`config.mk`:
```
export PLATFORM = sky130hd
export DESIGN_NAME = equivalent_points_lower_bound_core_flat
export DESIGN_NICKNAME = d
export VERILOG_FILES = /design/src/design/epb_pkg.sv /design/src/design/epb_in_if.sv /design/src/design/epb_out_if.sv /design/src/design/equivalent_points_lower_bound_core.sv /design/src/design/epb_accum.sv /design/src/flat_wrapper.sv
export SDC_FILE = /design/constraint.sdc
export NUM_CORES = 1
export LEC_CHECK = 0
export BUFFER_PORTS_ARGS = -buffer_cell sky130_fd_sc_hd__buf_2
export CAP_MARGIN = 10
export CORE_MARGIN = 3
export CORE_UTILIZATION = 50
export DETAILED_ROUTE_END_ITERATION = 8
export HOLD_SLACK_MARGIN = 0.12
export PLACE_DENSITY = 0.66
export REMOVE_ABC_BUFFERS = 1
export SKIP_LAST_GASP = 1
export SYNTH_ARGS = -nofsm -noshare
export SYNTH_HDL_FRONTEND = slang
export SYNTH_SLANG_ARGS = --single-unit
```
`constraint.sdc`:
```
create_clock -name clk -period 21.6 [get_ports clk]
set_input_delay 1.08 -clock clk [delete_from_list [all_inputs] [get_ports clk]]
set_output_delay 1.08 -clock clk [all_outputs]
set_load 0.1 [all_outputs]
```
`src/design/epb_pkg.sv`:
```
`timescale 1ns / 1ps
package epb_pkg;

    localparam int LABELS      = 16;
    localparam int COUNT_SLOTS = 16;
    localparam int KEY_W       = 32;
    localparam int LABEL_W     = 4;
    localparam int CNT_W       = 16;
    localparam int SLOT_W      = $clog2(COUNT_SLOTS);

    // Effective label count: counters exist for COUNT_SLOTS classes only.
    localparam int LABEL_LIMIT = (LABELS > COUNT_SLOTS) ? COUNT_SLOTS :
                                 ((LABELS < 1) ? 1 : LABELS);

    typedef logic [KEY_W-1:0]   key_t;
    typedef logic [LABEL_W-1:0] label_t;
    typedef logic [CNT_W-1:0]   cnt_t;
    typedef logic [SLOT_W-1:0]  slot_t;

    localparam cnt_t CNT_MAX   = '1;
    localparam slot_t SLOT_TOP = slot_t'(LABEL_LIMIT - 1);

    typedef struct packed {
        key_t   group_key;
        label_t class_label;
        logic   final_item;
    } item_t;

    // Labels at or above the limit fold into the top class.
    function automatic slot_t class_slot(input label_t label);
        slot_t slot;
        slot = SLOT_TOP;
        if ({1'b0, label} < (LABEL_W + 1)'(LABEL_LIMIT))
        begin
            slot = slot_t'(label);
        end
        return slot;
    endfunction

    function automatic cnt_t sat_inc(input cnt_t val);
        return (val == CNT_MAX) ? val : cnt_t'(val + 1'b1);
    endfunction

    function automatic cnt_t sat_add(input cnt_t a, input cnt_t b);
        logic [CNT_W:0] sum;
        sum = {1'b0, a} + {1'b0, b};
        return sum[CNT_W] ? CNT_MAX : sum[CNT_W-1:0];
    endfunction

endpackage

```
`src/design/epb_in_if.sv`:
```
`timescale 1ns / 1ps
interface epb_in_if;
    import epb_pkg::*;

    logic   valid;
    logic   ready;
    key_t   group_key;
    label_t class_label;
    logic   final_item;

    modport source (output valid, output group_key, output class_label,
                    output final_item, input ready);
    modport sink   (input valid, input group_key, input class_label,
                    input final_item, output ready);
endinterface

```
`src/design/epb_out_if.sv`:
```
`timescale 1ns / 1ps
interface epb_out_if;
    import epb_pkg::*;

    logic valid;
    logic ready;
    cnt_t lower_bound;

    modport source (output valid, output lower_bound, input ready);
    modport sink   (input valid, input lower_bound, output ready);
endinterface

```
`src/design/equivalent_points_lower_bound_core.sv`:
```
`timescale 1ns / 1ps
// A final item is registered at input, then its bound in the result register.
// Throughput: 1 item per cycle; the only stall is a final item meeting a full,
//   unaccepted output register.
// Reset: rst_n (async, active low) empties both registers and clears all group
//   and bound state; the block also clears itself after every final item.
module equivalent_points_lower_bound_core (
    input  logic      clk,
    input  logic      rst_n,
    epb_in_if.sink    in_ch,
    epb_out_if.source out_ch
);
    import epb_pkg::*;

    // Input register stage
    logic  s1_valid_reg;
    logic  s1_valid_next;
    item_t s1_item_reg;
    item_t s1_item_next;

    // Result register
    logic  out_valid_reg;
    logic  out_valid_next;
    cnt_t  out_bound_reg;
    cnt_t  out_bound_next;

    logic  in_xfer;
    logic  advance;
    cnt_t  final_bound;

    // An item in the input stage retires unless it is a final item whose
    // result has nowhere to go this cycle.
    assign advance = s1_valid_reg &&
                     (!s1_item_reg.final_item || !out_valid_reg || out_ch.ready);

    assign in_ch.ready = !s1_valid_reg || advance;
    assign in_xfer     = in_ch.valid && in_ch.ready;

    always_comb
    begin
        s1_item_next = s1_item_reg;
        if (in_xfer)
        begin
            s1_item_next.group_key   = in_ch.group_key;
            s1_item_next.class_label = in_ch.class_label;
            s1_item_next.final_item  = in_ch.final_item;
        end

        if (in_xfer)
        begin
            s1_valid_next = 1'b1;
        end
        else if (advance)
        begin
            s1_valid_next = 1'b0;
        end
        else
        begin
            s1_valid_next = s1_valid_reg;
        end
    end

    // Group tracking and bound accumulation, updated once per retired item.
    epb_accum u_accum (
        .clk         (clk),
        .rst_n       (rst_n),
        .step        (advance),
        .item        (s1_item_reg),
        .final_bound (final_bound)
    );

    always_comb
    begin
        out_bound_next = out_bound_reg;
        out_valid_next = out_valid_reg;
        if (advance && s1_item_reg.final_item)
        begin
            out_bound_next = final_bound;
            out_valid_next = 1'b1;
        end
        else if (out_ch.ready)
        begin
            out_valid_next = 1'b0;
        end
    end

    assign out_ch.valid       = out_valid_reg;
    assign out_ch.lower_bound = out_bound_reg;

    always_ff @(posedge clk or negedge rst_n)
    begin
        if (!rst_n)
        begin
            s1_valid_reg  <= 1'b0;
            out_valid_reg <= 1'b0;
        end
        else
        begin
            s1_valid_reg  <= s1_valid_next;
            out_valid_reg <= out_valid_next;
        end
    end

    // Payload registers carry no reset.
    always_ff @(posedge clk)
    begin
        s1_item_reg   <= s1_item_next;
        out_bound_reg <= out_bound_next;
    end

endmodule

```
`src/design/epb_accum.sv`:
```
`timescale 1ns / 1ps
module epb_accum (
    input  logic           clk,
    input  logic           rst_n,
    input  logic           step,
    input  epb_pkg::item_t item,
    output epb_pkg::cnt_t  final_bound
);
    import epb_pkg::*;

    key_t  prev_key_reg;
    logic  have_prev_reg;
    cnt_t  counts_reg [COUNT_SLOTS];
    cnt_t  size_reg;
    cnt_t  largest_reg;
    cnt_t  bound_reg;

    slot_t slot;
    logic  close;
    cnt_t  cur_cnt;
    cnt_t  cur_size;
    cnt_t  cur_large;
    cnt_t  bound_mid;
    cnt_t  cnt_new;
    cnt_t  size_new;
    cnt_t  large_new;

    always_comb
    begin
        slot      = class_slot(item.class_label);
        close     = have_prev_reg && (item.group_key != prev_key_reg);
        cur_cnt   = close ? '0 : counts_reg[slot];
        cur_size  = close ? '0 : size_reg;
        cur_large = close ? '0 : largest_reg;
        // count never exceeds size, so the difference is never negative
        bound_mid = close ? sat_add(bound_reg, cnt_t'(size_reg - largest_reg)) : bound_reg;
        cnt_new   = sat_inc(cur_cnt);
        size_new  = sat_inc(cur_size);
        large_new = (cnt_new > cur_large) ? cnt_new : cur_large;
        final_bound = sat_add(bound_mid, cnt_t'(size_new - large_new));
    end

    always_ff @(posedge clk or negedge rst_n)
    begin
        if (!rst_n)
        begin
            prev_key_reg  <= '0;
            have_prev_reg <= 1'b0;
            size_reg      <= '0;
            largest_reg   <= '0;
            bound_reg     <= '0;
            for (int i = 0; i < COUNT_SLOTS; i++)
            begin
                counts_reg[i] <= '0;
            end
        end
        else if (step)
        begin
            if (item.final_item)
            begin
                prev_key_reg  <= '0;
                have_prev_reg <= 1'b0;
                size_reg      <= '0;
                largest_reg   <= '0;
                bound_reg     <= '0;
                for (int i = 0; i < COUNT_SLOTS; i++)
                begin
                    counts_reg[i] <= '0;
                end
            end
            else
            begin
                prev_key_reg  <= item.group_key;
                have_prev_reg <= 1'b1;
                size_reg      <= size_new;
                largest_reg   <= large_new;
                bound_reg     <= bound_mid;
                for (int i = 0; i < COUNT_SLOTS; i++)
                begin
                    if (slot_t'(i) == slot)
                    begin
                        counts_reg[i] <= cnt_new;
                    end
                    else if (close)
                    begin
                        counts_reg[i] <= '0;
                    end
                end
            end
        end
    end

endmodule

```
`src/flat_wrapper.sv`:
```
// flat-port wrapper written by rule: the top's interface ports become plain ports
module equivalent_points_lower_bound_core_flat import epb_pkg::*;
  (clk, rst_n, in_ch_valid, in_ch_group_key, in_ch_class_label, in_ch_final_item, in_ch_ready, out_ch_valid, out_ch_lower_bound, out_ch_ready);
  epb_in_if in_ch_i ();
  epb_out_if out_ch_i ();
  input  logic clk;
  input  logic rst_n;
  input wire logic [$bits(in_ch_i.valid)-1:0] in_ch_valid;
  input wire logic [$bits(in_ch_i.group_key)-1:0] in_ch_group_key;
  input wire logic [$bits(in_ch_i.class_label)-1:0] in_ch_class_label;
  input wire logic [$bits(in_ch_i.final_item)-1:0] in_ch_final_item;
  output wire logic [$bits(in_ch_i.ready)-1:0] in_ch_ready;
  output wire logic [$bits(out_ch_i.valid)-1:0] out_ch_valid;
  output wire logic [$bits(out_ch_i.lower_bound)-1:0] out_ch_lower_bound;
  input wire logic [$bits(out_ch_i.ready)-1:0] out_ch_ready;
  assign in_ch_i.valid = in_ch_valid;
  assign in_ch_i.group_key = in_ch_group_key;
  assign in_ch_i.class_label = in_ch_class_label;
  assign in_ch_i.final_item = in_ch_final_item;
  assign in_ch_ready = in_ch_i.ready;
  assign out_ch_valid = out_ch_i.valid;
  assign out_ch_lower_bound = out_ch_i.lower_bound;
  assign out_ch_i.ready = out_ch_ready;
  equivalent_points_lower_bound_core u_core (.clk(clk), .rst_n(rst_n), .in_ch(in_ch_i), .out_ch(out_ch_i));
endmodule
```
==> results.toml <==
[clocking]
h-tree-depth = 2
cts_hold_buf = 0
cts.sinks = 392
clock_latency_ns = 0.57
cts_resized = 0
clockRootBuffer = "clkbuf_16"
cts_buffer_depth = 3
post_cts_buffers = 0
clkTransAtPathRegs_ns = 0.06
cts_buffers = 43
cts_tree = "done"

[power_and_ir_drop]
p_per_area_nw_per_um2 = 103
p_leak_nw = 10.4
max-vdd-ir-drop_mv = 0.0700
p_total_mw = 2.38

[yosys]
ys_seq_area_share_pct = 48.3
synth_cell_types = 82
postSynthAreaPerCell_sq_um = 10.6
yosysWarnings = 0
ys_async_sr_fraction_pct = 86.5
syn_inst = 1962
syn_area_sq_um = 20900
synth_edf_count = 53
ys_ff_latch = 392
ys.flop_type = "dfrtp_1"

[critical_path]
r2r_end = "u_core.out_ch.lower_bound[4]"
critPathKind = "flip-flop to flip-flop"
crit_buf_inv = 5
reg2reg_from = "u_core.s1_item_reg[1]"
cp_max_fo = 48
critPathRequiredTime_ns = 21.91
rrSetupSlack_ns = 10.70
end_kind = "flip-flop"
slowest_delay_ns = 0.74
crit_path_start_kind = "flip-flop"
cp_top_family = "compound AO/OA/AOI/OAI gates"
r2r.worst_path.cells = 40
slowest_stage = "buf_4"
worstPathArrival_ns = 11.21
cpMostUsedCell = "o21ai_0"

[run_status]
outcome = "complete, no violations"

[timing]
clock_skew_ns = 0.0173
slew_headroom_pct = 20.9
setup_viol = 0
worstMarginPinSlew_ns = 1.18
min_period_ns = 10.90
max_freq_ghz = 0.0917
maxSlewViolCount = 0
hold_viol = 0
tns_ns = 0
rsz0062_at_grt = "no"
fin_crit_sh_pct = 50.5

[routing]
vias_per_cell = 6.13
vias = 15700
dr.pass1.iters = 6
initialDrtViolationCount = 1426
antenna_left = 0
routedWlPerCell_microns = 21.4
post-route-drc-count = 0
wl_microns = 54700

[final_layout]
fin_nets = 2119
stdcell_count = 2557
largest_reg_flops = 256
area_growth_pct = 10.4
drive_gt1_share_pct = 13.0
diodes = 0

[hold_path]
min_path_cells = 2
hp-class = "flip-flop to flip-flop"
hp-start = "u_core.u_accum.counts_reg[219]"
holdPathEnd = "u_core.u_accum.counts_reg[219]"

[global_routing]
antenna_found_initial = 0
grt_pass1_vias = 15700
grt_overflow_total = 0
grt_pass1_wl_microns = 88600
grt_max_degree = 164
grtUsageTotal_pct = 25.2

[placement]
io_buffers = 58
placedCellCount = 2479
hpwl_microns = 36300
gp_congestion = 0.908

[floorplan]
start_util_pct = 50.9
die-area_sq_um = 44200
num_io_pins = 59
dieWidth_microns = 210
die_h_microns = 210
core.rowCount = 74
core_area_sq_um = 41000

[flow_run]
maxCapViolations = 0
-- where the power goes --
group | switching [mW] | leakage, nW | internal, mW
sequential | 0.0269 | 5.19 | 0.816
combinational | 0.516 | 4.46 | 0.263
clock | 0.304 | 0.710 | 0.452
-- final cells by class --
type / count / area, sq um
Tap cell: 532 / 666
Timing Repair Buffer: 88 / 538
Clock inverter: 14 / 198
Inverter: 58 / 218
Fill cell: 3463 / 18000
Multi-Input combinational cell: 1410 / 10100
Sequential cell: 392 / 10100
Clock buffer: 63 / 1250
-- worst reg2reg max path, delay by kind of cell, from the launching register on --
kind            cells  cell delay, ns
compound gates     19            3.75
xor+xnor            1            0.18
fa+ha+maj           4            1.30
buf+inv             5            1.75
flops               1            0.58
mux                 2            1.17
simple gates        9            1.87
-- synthesized netlist by cell type, types with 24 or more instances --
| cell type | number | area (sq um) |
|---|---|---|
| nand2_1 | 342 | 1280 |
| dfrtp_1 | 339 | 8480 |
| o21ai_0 | 141 | 706 |
| a22o_1 | 122 | 1070 |
| nor2_1 | 90 | 338 |
| o21ai_1 | 88 | 440 |
| ha_1 | 81 | 1010 |
| mux4_2 | 64 | 1440 |
| xor2_1 | 60 | 526 |
| inv_1 | 56 | 210 |
| clkbuf_1 | 54 | 203 |
| edfxtp_1 | 53 | 1590 |
| a21oi_1 | 51 | 255 |
| xnor2_1 | 39 | 342 |
| nand3b_1 | 33 | 248 |
| nor3_1 | 31 | 155 |
| buf_2 | 24 | 120 |
-- through the flow --
stage / hold WS (ns) / worst slack, ns / cell area (sq um) / utilization (%)
3_5_place_dp: 0.464 / 10.51 / 21600 / 52.6
5_1_grt: 0.501 / 9.91 / 23100 / 56.2
6_report: 0.475 / 10.70 / 23100 / 56.2
4_1_cts: 0.478 / 10.50 / 23000 / 56.2
3_3_place_gp: 0.455 / 10.86 / 21600 / 52.6
2_1_floorplan: 0.442 / 10.65 / 20300 / -
-- how the worst max path moves through the flow --
| stage | startpoint | to | cells after the start | slack, ns |
|---|---|---|---|---|
| after floorplan | u_core.s1_item_reg[1] | u_core.out_ch.lower_bound[13] | 36 | 10.65 |
| after global placement | u_core.s1_item_reg[1] | u_core.out_ch.lower_bound[13] | 39 | 10.86 |
| after detailed placement | u_core.s1_item_reg[1] | u_core.out_ch.lower_bound[4] | 39 | 10.51 |
| after CTS | u_core.s1_item_reg[1] | u_core.out_ch.lower_bound[4] | 39 | 10.50 |
| after global routing | u_core.s1_item_reg[1] | u_core.out_ch.lower_bound[4] | 40 | 9.91 |
| final | u_core.s1_item_reg[1] | u_core.out_ch.lower_bound[4] | 40 | 10.70 |
-- cell usage in the layout (no fill, tap or decap), drive strengths merged, types with 11 or more instances in the layout --
cell,synthesis,routed
nand2,345,345
inv,58,60
a21o,18,18
mux4,72,72
nand3,17,17
buf,47,88
edfxtp,53,53
a22oi,14,14
nand2b,15,15
o21ai,229,229
nor4,11,11
nor2,94,94
nor2b,12,12
nor3,32,32
dfrtp,339,339
and3,12,12
a21oi,51,51
and2,11,11
clkbuf,55,63
o22a,13,13
a22o,122,122
o21a,11,11
ha,81,81
nand3b,33,33
xor2,60,60
xnor2,40,40
-- metal layers --
| metal | GRT usage [%] | up-vias | wire [microns] |
|---|---|---|---|
| met1 | 36.4 | 7882 | 24400 |
| met5 | 0 | - | 0 |
| li1 | - | 7172 | - |
| met2 | 39.2 | 518 | 25600 |
| met4 | 9.07 | 0 | 1670 |
| met3 | 3.56 | 101 | 3130 |
-- cell families (layout without fill, tap and decap cells) --
logic type	after synthesis	in the layout	share of synthesized area, %
mux	81	81	8.37
xor+xnor	100	100	4.23
buf+inv	160	223	3.64
flops	392	392	48.3
compound gates	526	526	16.5
simple gates	618	618	13.7
fa+ha+maj	85	85	5.24
Power figures use the tool's default switching activity.
